`src/rtl/core/psa_pkg.sv`:
```
// ----------------------------------------------------------------------------
// psa_pkg
// Types and constants shared by the pixel saturation adjust block.
// ----------------------------------------------------------------------------
package psa_pkg;

    localparam int unsigned CHANNEL_WIDTH = 8;
    localparam int unsigned GAIN_WIDTH    = 12;
    localparam int unsigned SQUARE_WIDTH  = 2 * CHANNEL_WIDTH;
    localparam int unsigned SUM_WIDTH     = 32;
    localparam int unsigned ROOT_WIDTH    = 16;
    localparam int unsigned REM_WIDTH     = ROOT_WIDTH + 1;
    localparam int unsigned DIFF_WIDTH    = ROOT_WIDTH + 2;
    localparam int unsigned PROD_WIDTH    = DIFF_WIDTH + GAIN_WIDTH;
    localparam int unsigned VALUE_WIDTH   = 32;

    localparam logic [15:0] WEIGHT_RED   = 16'd19595;
    localparam logic [15:0] WEIGHT_GREEN = 16'd38470;
    localparam logic [15:0] WEIGHT_BLUE  = 16'd7471;

    localparam logic [CHANNEL_WIDTH-1:0]       CHANNEL_MAX = 8'hFF;
    localparam logic signed [GAIN_WIDTH-1:0]   GAIN_RESET  = 12'sd256;

    localparam int unsigned ROOT_BITS_PER_STAGE = 2;
    localparam int unsigned ROOT_STAGES         = ROOT_WIDTH / ROOT_BITS_PER_STAGE;

    typedef struct packed {
        logic [CHANNEL_WIDTH-1:0] red;
        logic [CHANNEL_WIDTH-1:0] green;
        logic [CHANNEL_WIDTH-1:0] blue;
    } pixel_t;

    typedef struct packed {
        logic [SUM_WIDTH-1:0]  rad;
        logic [REM_WIDTH-1:0]  rem;
        logic [ROOT_WIDTH-1:0] root;
    } root_t;

    // One step of the restoring square root: brings in two radicand bits
    // and decides one bit of the root.
    function automatic root_t root_step(input root_t cur);
        root_t                nxt;
        logic [REM_WIDTH+1:0] acc;
        logic [REM_WIDTH+1:0] trial;
        acc   = {cur.rem, cur.rad[SUM_WIDTH-1 -: 2]};
        trial = {1'b0, cur.root, 2'b01};
        nxt.rad = {cur.rad[SUM_WIDTH-3:0], 2'b00};
        if (acc >= trial)
        begin
            nxt.rem  = REM_WIDTH'(acc - trial);
            nxt.root = {cur.root[ROOT_WIDTH-2:0], 1'b1};
        end
        else
        begin
            nxt.rem  = REM_WIDTH'(acc);
            nxt.root = {cur.root[ROOT_WIDTH-2:0], 1'b0};
        end
        return nxt;
    endfunction

    // Clamps a signed Q.16 value to a channel and drops the fraction.
    function automatic logic [CHANNEL_WIDTH-1:0] clamp_channel(
        input logic signed [VALUE_WIDTH-1:0] v
    );
        logic [CHANNEL_WIDTH-1:0] c;
        if (v[VALUE_WIDTH-1])
        begin
            c = '0;
        end
        else if (|v[VALUE_WIDTH-2:24])
        begin
            c = CHANNEL_MAX;
        end
        else
        begin
            c = v[23:16];
        end
        return c;
    endfunction

endpackage

```
`src/rtl/core/psa_pixel_in_if.sv`:
```
// ----------------------------------------------------------------------------
// psa_pixel_in_if
// Input pixel channel: valid, ready and one RGB pixel per beat.
// ----------------------------------------------------------------------------
interface psa_pixel_in_if;
    logic                                valid;
    logic                                ready;
    logic [psa_pkg::CHANNEL_WIDTH-1:0]   red_in;
    logic [psa_pkg::CHANNEL_WIDTH-1:0]   green_in;
    logic [psa_pkg::CHANNEL_WIDTH-1:0]   blue_in;

    modport source (output valid, output red_in, output green_in, output blue_in,
                    input ready);
    modport sink   (input valid, input red_in, input green_in, input blue_in,
                    output ready);
endinterface

```
`src/rtl/core/psa_pixel_out_if.sv`:
```
// ----------------------------------------------------------------------------
// psa_pixel_out_if
// Output pixel channel: valid, ready and one adjusted RGB pixel per beat.
// ----------------------------------------------------------------------------
interface psa_pixel_out_if;
    logic                                valid;
    logic                                ready;
    logic [psa_pkg::CHANNEL_WIDTH-1:0]   red_out;
    logic [psa_pkg::CHANNEL_WIDTH-1:0]   green_out;
    logic [psa_pkg::CHANNEL_WIDTH-1:0]   blue_out;

    modport source (output valid, output red_out, output green_out, output blue_out,
                    input ready);
    modport sink   (input valid, input red_out, input green_out, input blue_out,
                    output ready);
endinterface

```
`src/rtl/core/psa_cfg_if.sv`:
```
// ----------------------------------------------------------------------------
// psa_cfg_if
// Configuration write channel carrying the saturation gain.
// ----------------------------------------------------------------------------
interface psa_cfg_if;
    logic                                   valid;
    logic                                   ready;
    logic [psa_pkg::GAIN_WIDTH-1:0]         saturation_gain;

    modport source (output valid, output saturation_gain, input ready);
    modport sink   (input valid, input saturation_gain, output ready);
endinterface

```
`src/rtl/core/pixel_saturation_adjust.sv`:
```
// ----------------------------------------------------------------------------
// pixel_saturation_adjust
// Saturation adjustment of RGB pixels about their perceived brightness.
// ----------------------------------------------------------------------------
// Pixels enter on pix_in and leave on pix_out, both valid/ready channels; a
// beat moves when valid and ready are high at a rising clock edge. The gain
// is written through cfg, which is always ready; write it only while no
// pixel is in flight.
// The pipeline has 13 register stages: squares, weighted products, sum,
// eight square root stages of two root bits each, difference times gain,
// and the add and clamp stage that is also the output register. One pixel is
// taken every cycle while nothing downstream stalls.
// Each stage holds its own valid bit and loads whenever it is empty or its
// successor loads, so a stalled receiver holds the output beat while empty
// stages upstream keep filling; no pixel is lost or repeated.
// Reset empties the pipeline and sets the gain to 1.0 (256 in Q4.8).
// ----------------------------------------------------------------------------
module pixel_saturation_adjust (
    input  logic             clk,
    input  logic             rst_n,
    psa_pixel_in_if.sink     pix_in,
    psa_pixel_out_if.source  pix_out,
    psa_cfg_if.sink          cfg
);

    localparam int unsigned ROOT_FIRST  = 3;
    localparam int unsigned MULT_STAGE  = ROOT_FIRST + psa_pkg::ROOT_STAGES;
    localparam int unsigned OUT_STAGE   = MULT_STAGE + 1;
    localparam int unsigned NUM_STAGES  = OUT_STAGE + 1;

    localparam int unsigned CW = psa_pkg::CHANNEL_WIDTH;
    localparam int unsigned QW = psa_pkg::SQUARE_WIDTH;
    localparam int unsigned SW = psa_pkg::SUM_WIDTH;
    localparam int unsigned RW = psa_pkg::ROOT_WIDTH;
    localparam int unsigned DW = psa_pkg::DIFF_WIDTH;
    localparam int unsigned PW = psa_pkg::PROD_WIDTH;
    localparam int unsigned VW = psa_pkg::VALUE_WIDTH;

    logic                                     valid_reg [NUM_STAGES];
    logic                                     load      [NUM_STAGES];
    logic                                     take      [NUM_STAGES];
    logic                                     feed      [NUM_STAGES];
    psa_pkg::pixel_t                          pixel_reg [MULT_STAGE];

    logic signed [psa_pkg::GAIN_WIDTH-1:0]    saturation_gain_reg;

    logic [QW-1:0]                            sq_red_reg;
    logic [QW-1:0]                            sq_green_reg;
    logic [QW-1:0]                            sq_blue_reg;
    logic [SW-1:0]                            wt_red_reg;
    logic [SW-1:0]                            wt_green_reg;
    logic [SW-1:0]                            wt_blue_reg;
    logic [SW-1:0]                            sum_next;
    psa_pkg::root_t                           root_reg  [psa_pkg::ROOT_STAGES+1];
    logic [RW-1:0]                            bright_reg;
    logic signed [PW-1:0]                     prod_red_reg;
    logic signed [PW-1:0]                     prod_green_reg;
    logic signed [PW-1:0]                     prod_blue_reg;
    logic signed [PW-1:0]                     prod_red_next;
    logic signed [PW-1:0]                     prod_green_next;
    logic signed [PW-1:0]                     prod_blue_next;
    logic [CW-1:0]                            red_out_reg;
    logic [CW-1:0]                            green_out_reg;
    logic [CW-1:0]                            blue_out_reg;
    logic [CW-1:0]                            red_out_next;
    logic [CW-1:0]                            green_out_next;
    logic [CW-1:0]                            blue_out_next;
    psa_pkg::pixel_t                          pixel_in_next;
    logic [RW-1:0]                            bright_next;

    // Configuration register.
    assign cfg.ready = 1'b1;

    always_ff @(posedge clk or negedge rst_n)
    begin
        if (!rst_n)
        begin
            saturation_gain_reg <= psa_pkg::GAIN_RESET;
        end
        else if (cfg.valid)
        begin
            saturation_gain_reg <= $signed(cfg.saturation_gain);
        end
    end

    // Stage handshake: a stage loads when it is empty or its successor loads.
    genvar k;
    generate
        for (k = 0; k < NUM_STAGES; k++)
        begin : g_ctrl
            if (k == NUM_STAGES - 1)
            begin : g_last
                assign take[k] = pix_out.ready;
            end
            else
            begin : g_mid
                assign take[k] = load[k+1];
            end

            if (k == 0)
            begin : g_first
                assign feed[k] = pix_in.valid;
            end
            else
            begin : g_rest
                assign feed[k] = valid_reg[k-1];
            end

            assign load[k] = !valid_reg[k] || take[k];

            always_ff @(posedge clk or negedge rst_n)
            begin
                if (!rst_n)
                begin
                    valid_reg[k] <= 1'b0;
                end
                else if (load[k])
                begin
                    valid_reg[k] <= feed[k];
                end
            end
        end
    endgenerate

    assign pix_in.ready = load[0];

    // Pixel carried alongside the brightness computation.
    assign pixel_in_next = '{red: pix_in.red_in, green: pix_in.green_in,
                             blue: pix_in.blue_in};

    generate
        for (k = 0; k < MULT_STAGE; k++)
        begin : g_pixel
            if (k == 0)
            begin : g_head
                always_ff @(posedge clk)
                begin
                    if (load[k])
                    begin
                        pixel_reg[k] <= pixel_in_next;
                    end
                end
            end
            else
            begin : g_tail
                always_ff @(posedge clk)
                begin
                    if (load[k])
                    begin
                        pixel_reg[k] <= pixel_reg[k-1];
                    end
                end
            end
        end
    endgenerate

    // Squares, weighted products and their sum.
    always_ff @(posedge clk)
    begin
        if (load[0])
        begin
            sq_red_reg   <= QW'(pix_in.red_in)   * QW'(pix_in.red_in);
            sq_green_reg <= QW'(pix_in.green_in) * QW'(pix_in.green_in);
            sq_blue_reg  <= QW'(pix_in.blue_in)  * QW'(pix_in.blue_in);
        end
        if (load[1])
        begin
            wt_red_reg   <= SW'(sq_red_reg)   * SW'(psa_pkg::WEIGHT_RED);
            wt_green_reg <= SW'(sq_green_reg) * SW'(psa_pkg::WEIGHT_GREEN);
            wt_blue_reg  <= SW'(sq_blue_reg)  * SW'(psa_pkg::WEIGHT_BLUE);
        end
    end

    assign sum_next = SW'({2'b00, wt_red_reg} + {2'b00, wt_green_reg}
                          + {2'b00, wt_blue_reg});

    always_ff @(posedge clk)
    begin
        if (load[2])
        begin
            root_reg[0] <= '{rad: sum_next, rem: '0, root: '0};
        end
    end

    // Square root, two root bits per stage.
    generate
        for (k = 0; k < psa_pkg::ROOT_STAGES; k++)
        begin : g_root
            psa_pkg::root_t step_mid;
            psa_pkg::root_t step_next;

            assign step_mid  = psa_pkg::root_step(root_reg[k]);
            assign step_next = psa_pkg::root_step(step_mid);

            always_ff @(posedge clk)
            begin
                if (load[ROOT_FIRST+k])
                begin
                    root_reg[k+1] <= step_next;
                end
            end
        end
    endgenerate

    // Difference from the brightness, scaled by the gain.
    assign bright_next = root_reg[psa_pkg::ROOT_STAGES].root;

    always_comb
    begin
        logic signed [DW-1:0] d_red;
        logic signed [DW-1:0] d_green;
        logic signed [DW-1:0] d_blue;
        logic signed [DW-1:0] p_ext;
        p_ext   = $signed({2'b00, bright_next});
        d_red   = $signed({2'b00, pixel_reg[MULT_STAGE-1].red,   8'h00}) - p_ext;
        d_green = $signed({2'b00, pixel_reg[MULT_STAGE-1].green, 8'h00}) - p_ext;
        d_blue  = $signed({2'b00, pixel_reg[MULT_STAGE-1].blue,  8'h00}) - p_ext;
        prod_red_next   = PW'(d_red)   * PW'(saturation_gain_reg);
        prod_green_next = PW'(d_green) * PW'(saturation_gain_reg);
        prod_blue_next  = PW'(d_blue)  * PW'(saturation_gain_reg);
    end

    always_ff @(posedge clk)
    begin
        if (load[MULT_STAGE])
        begin
            bright_reg     <= bright_next;
            prod_red_reg   <= prod_red_next;
            prod_green_reg <= prod_green_next;
            prod_blue_reg  <= prod_blue_next;
        end
    end

    // Add the brightness back, clamp and drop the fraction.
    always_comb
    begin
        logic signed [VW-1:0] base;
        base           = $signed({{(VW-RW-8){1'b0}}, bright_reg, 8'h00});
        red_out_next   = psa_pkg::clamp_channel(base + VW'(prod_red_reg));
        green_out_next = psa_pkg::clamp_channel(base + VW'(prod_green_reg));
        blue_out_next  = psa_pkg::clamp_channel(base + VW'(prod_blue_reg));
    end

    always_ff @(posedge clk)
    begin
        if (load[OUT_STAGE])
        begin
            red_out_reg   <= red_out_next;
            green_out_reg <= green_out_next;
            blue_out_reg  <= blue_out_next;
        end
    end

    assign pix_out.valid     = valid_reg[OUT_STAGE];
    assign pix_out.red_out   = red_out_reg;
    assign pix_out.green_out = green_out_reg;
    assign pix_out.blue_out  = blue_out_reg;

endmodule
```
`src/flat_wrapper.sv`:
```
// flat-port wrapper written by rule: the top's interface ports become plain ports
module pixel_saturation_adjust_flat 
  (clk, rst_n, pix_in_valid, pix_in_red_in, pix_in_green_in, pix_in_blue_in, pix_in_ready, pix_out_valid, pix_out_red_out, pix_out_green_out, pix_out_blue_out, pix_out_ready, cfg_valid, cfg_saturation_gain, cfg_ready);
  psa_pixel_in_if pix_in_i ();
  psa_pixel_out_if pix_out_i ();
  psa_cfg_if cfg_i ();
  input  logic clk;
  input  logic rst_n;
  input wire logic [$bits(pix_in_i.valid)-1:0] pix_in_valid;
  input wire logic [$bits(pix_in_i.red_in)-1:0] pix_in_red_in;
  input wire logic [$bits(pix_in_i.green_in)-1:0] pix_in_green_in;
  input wire logic [$bits(pix_in_i.blue_in)-1:0] pix_in_blue_in;
  output wire logic [$bits(pix_in_i.ready)-1:0] pix_in_ready;
  output wire logic [$bits(pix_out_i.valid)-1:0] pix_out_valid;
  output wire logic [$bits(pix_out_i.red_out)-1:0] pix_out_red_out;
  output wire logic [$bits(pix_out_i.green_out)-1:0] pix_out_green_out;
  output wire logic [$bits(pix_out_i.blue_out)-1:0] pix_out_blue_out;
  input wire logic [$bits(pix_out_i.ready)-1:0] pix_out_ready;
  input wire logic [$bits(cfg_i.valid)-1:0] cfg_valid;
  input wire logic [$bits(cfg_i.saturation_gain)-1:0] cfg_saturation_gain;
  output wire logic [$bits(cfg_i.ready)-1:0] cfg_ready;
  assign pix_in_i.valid = pix_in_valid;
  assign pix_in_i.red_in = pix_in_red_in;
  assign pix_in_i.green_in = pix_in_green_in;
  assign pix_in_i.blue_in = pix_in_blue_in;
  assign pix_in_ready = pix_in_i.ready;
  assign pix_out_valid = pix_out_i.valid;
  assign pix_out_red_out = pix_out_i.red_out;
  assign pix_out_green_out = pix_out_i.green_out;
  assign pix_out_blue_out = pix_out_i.blue_out;
  assign pix_out_i.ready = pix_out_ready;
  assign cfg_i.valid = cfg_valid;
  assign cfg_i.saturation_gain = cfg_saturation_gain;
  assign cfg_ready = cfg_i.ready;
  pixel_saturation_adjust u_core (.clk(clk), .rst_n(rst_n), .pix_in(pix_in_i), .pix_out(pix_out_i), .cfg(cfg_i));
endmodule
```
`config.mk`:
```
export PLATFORM = sky130hd
export DESIGN_NAME = pixel_saturation_adjust_flat
export DESIGN_NICKNAME = d
export VERILOG_FILES = /design/src/rtl/core/psa_pkg.sv /design/src/rtl/core/psa_pixel_in_if.sv /design/src/rtl/core/psa_pixel_out_if.sv /design/src/rtl/core/psa_cfg_if.sv /design/src/rtl/core/pixel_saturation_adjust.sv /design/src/flat_wrapper.sv
export SDC_FILE = /design/constraint.sdc
export NUM_CORES = 2
export LEC_CHECK = 0
export BUFFER_PORTS_ARGS = -buffer_cell sky130_fd_sc_hd__buf_2
export CORE_UTILIZATION = 30
export DETAILED_ROUTE_END_ITERATION = 16
export PLACE_DENSITY = 0.51
export SETUP_SLACK_MARGIN = 0.15
export SLEW_MARGIN = 20
export SYNTH_ARGS = -nofsm -noshare
export SYNTH_HDL_FRONTEND = slang
export SYNTH_SLANG_ARGS = --single-unit
```
`constraint.sdc`:
```
create_clock -name clk -period 9 [get_ports clk]
set_input_delay 0.45 -clock clk [delete_from_list [all_inputs] [get_ports clk]]
set_output_delay 0.45 -clock clk [all_outputs]
set_load 0.02 [all_outputs]
```
==> run metrics <==
Mapped Area=0.0730 sq mm; highest clock rate=roughly 120 MHz; # IOs=a little under 70; Post-synth EDFFs=about 820; non-filler instance count after layout=9,973; Post-synth top flop=edfxtp_1; clk buf depth=3; Synth area leader=edfxtp_1; post-synthesis instance total=6,552; period utilization=0.929; number of fill cells=24.0k; Reg2Reg Depth=31; max FFs per register=327; Post CTS Setup Buffer Count=0; main combinational cell family by area after synthesis=adder cells; Slew Limit Fails=0; post-synthesis xor/xnor area fraction=0.0490; CP max stage cell=or4_4; Fin. Hold Viols=0; clk_skew=~0.10 ns; minimum clock period=between 8 and 9 ns; Endpoint, Worst Hold=u_core.pixel_reg[0][9]$_DFFE_PP_; Data arrival, critical path=8.80 ns; DR pass1 iterations=5; FF-to-FF End=u_core.prod_green_reg[28]$_DFFE_PP_; WL/cell=16.7 microns; setup TNS=0 ns; worst-path fanout max=12; Critical Path Sink Type=register; drt via density=about 4.6; fraction of synthesized area in multiplexers=0.00782; Commonest cells post-synth=inv_1 (1,098), edfxtp_1 (821), ha_1 (802); Area growth syn-to-layout=11.1%; FF+latch count, synth=846; Chip Width=around 500 microns; CP Class=register to register; complex-gate fraction of the synthesized area=0.0821; core area=0.241 sq mm; setup violators final=0; critical path required time=between 9 and 10 ns; initial core utilization=0.302; unrepaired setup endpoints after global routing=no; # DRC=0; count leader, synth=inv_1; Starting DRT DRC Count=~2.1k; CTS Sinks=846; status=finished clean; DP Worst Slack=between 0.3 and 0.4 ns; placed insts=just under 10k; final wirelength=approximately 170 mm; share of cells above drive strength 1=0.0600; pin count of the biggest net entering global routing=69; vias in the first global route=between 40k and 50k; Via Count=46.0k; initial antenna violation count=6; DRT antenna net count=0; row cnt=180; worst skew pair latency=~0.77 ns; CTS tree=done; root buffer cell=clkbuf_16; global-route wire length before repair=approximately 270 mm; number of port buffers=66; CTS buffer count=99; Placer Congestion=around 0.86; Slew Limit Headroom=0.344; GRT Residual Overflow=0; Hold Path Class=primary input to register; fin nets=8,316; Worst path max stage delay=0.64 ns; synth warn=0; post-route worst setup slack=0.643 ns; share of the synthesized area in the top cell type=0.338; Worst Tran Pin Value=between 0.9 and 1 ns; max-cap violations=0; Reg clk slew, reported paths=0.06 ns; syn avg cell area=about 11 sq um; Hold Crit Depth=1; crit path launch type=register; DP HPWL=approximately 130 mm; Hold Startpoint=pix_in_green_in[1]; die area=about 0.25 sq mm; area of the multi-input gates=between 0.04 and 0.05 sq mm; post-synthesis adder-cell area fraction=0.349; leading cell types by total area after synthesis=edfxtp_1 (34%), fa_1 (21%), ha_1 (14%), inv_1 (5.6%), xnor2_1 (3.5%); total track usage=0.139; r2r setup slk=0.64 ns; simple-gate portion of the synthesized area=0.102; Cell variety after synth=86; Worst R2R Start=u_core.root_reg[0][522]$_DFFE_PP_; placed instance area=around 0.077 sq mm; Async SR Flop Fraction=0.0296; post-layout instance area=around 0.081 sq mm; H-tree levels=3; Die H=495 microns; Seq/Total Area, Yosys=0.346; Seq. cell area=~0.025 sq mm
-- worst max-delay path by stage --
stage,startpoint,cells past startpoint,to,slack [ns]
after floorplan,u_core.root_reg[0][522]$_DFFE_PP_,31,u_core.prod_green_reg[28]$_DFFE_PP_,0.87
after global placement,u_core.root_reg[0][522]$_DFFE_PP_,31,u_core.prod_green_reg[28]$_DFFE_PP_,0.43
after detailed placement,u_core.root_reg[0][522]$_DFFE_PP_,31,u_core.prod_green_reg[28]$_DFFE_PP_,0.34
after CTS,u_core.root_reg[0][523]$_DFFE_PP_,31,u_core.prod_green_reg[28]$_DFFE_PP_,0.27
after global routing,u_core.root_reg[0][522]$_DFFE_PP_,31,u_core.prod_green_reg[28]$_DFFE_PP_,0.24
final,u_core.root_reg[0][522]$_DFFE_PP_,31,u_core.prod_green_reg[28]$_DFFE_PP_,0.64
-- layer usage --
layer / vias to the layer above / global-route usage / part of all wire
li1: 22300 / - / -
met1: 22700 / 0.177 / 0.45
met2: 682 / 0.242 / 0.48
met3: 217 / 0.0204 / 0.039
met4: 2 / 0.0435 / 0.031
met5: - / 0 / 0.000078
-- metrics by stage --
| stage | hold slack, ns | utilization |
|---|---|---|
| after detailed placement | 0.405 | 0.321 |
| after global placement | 0.403 | 0.321 |
| final | 0.0695 | 0.336 |
| after floorplan | 0.154 | - |
| after global routing | 0.0224 | 0.336 |
| after CTS | 0.00504 | 0.336 |
-- cells in the final DEF (no fill, tap or decap), types with 21 or more instances in the layout --
cell,netlist,final
buf_4,2,67
o31ai_1,22,22
o21bai_1,40,40
nand4_1,42,42
nor4_1,21,21
and2_1,238,238
mux2_2,40,40
a21oi_1,301,301
or3_1,31,31
nand3_1,78,76
a211oi_1,29,29
o21ai_0,152,151
or2_2,23,23
nor2_1,333,332
clkinv_2,0,23
nand2_1,433,429
a21o_1,103,103
a31oi_1,29,29
ha_1,802,802
dfrtp_1,24,23
clkbuf_16,0,99
o211ai_1,22,22
buf_2,9,66
xnor2_1,292,289
o21a_1,77,77
nand2b_1,57,57
dlygate4sd3_1,0,22
conb_1,2,27
inv_1,1098,1092
nor3_1,91,91
edfxtp_1,821,821
xor2_1,116,116
and3_1,43,43
fa_1,769,769
nor2b_1,57,57
-- logic make-up (layout without fill, tap and decap cells) --
| kind of cell | count (synthesis) | count (layout) |
|---|---|---|
| muxes | 52 | 52 |
| AOI/OAI and AO/OA | 928 | 928 |
| adders and majority gates | 1571 | 1571 |
| xor gates and xnor gates | 408 | 408 |
| buffers and inverters | 1233 | 1441 |
| DFF | 846 | 846 |
| other | 2 | 30 |
| and+or+nand+nor | 1512 | 1512 |
-- cell type report --
type,instances,share of cell area
multi-input cells,4498,0.533
flip-flops and latches,846,0.312
inverters,1104,0.0512
well taps,3185,0.0492
clock buffers,114,0.0314
repair buffers,155,0.0130
clock inverters,68,0.0106
diodes,3,0.0000926
-- worst max-delay path, delay by kind of cell (launching register included) --
| kind | cells | cell delay (ns) |
|---|---|---|
| adders and majority gates | 6 | 2.57 |
| AOI/OAI and AO/OA | 12 | 2.56 |
| and+or+nand+nor | 5 | 1.62 |
| buffers and inverters | 6 | 0.59 |
| DFF | 1 | 0.49 |
| xor gates and xnor gates | 2 | 0.25 |
-- what timing repair did --
item | in CTS | in global routing
hold buffers | 22 | 0
setup endpoints to repair | 0 | 3
gates resized for setup | 0 | 3
endpoints found under the hold margin | 45 | 0
Power is left out: the tool's default activity adds up to more than one toggle a clock period on the data nets, which glitch-free logic cannot reach.
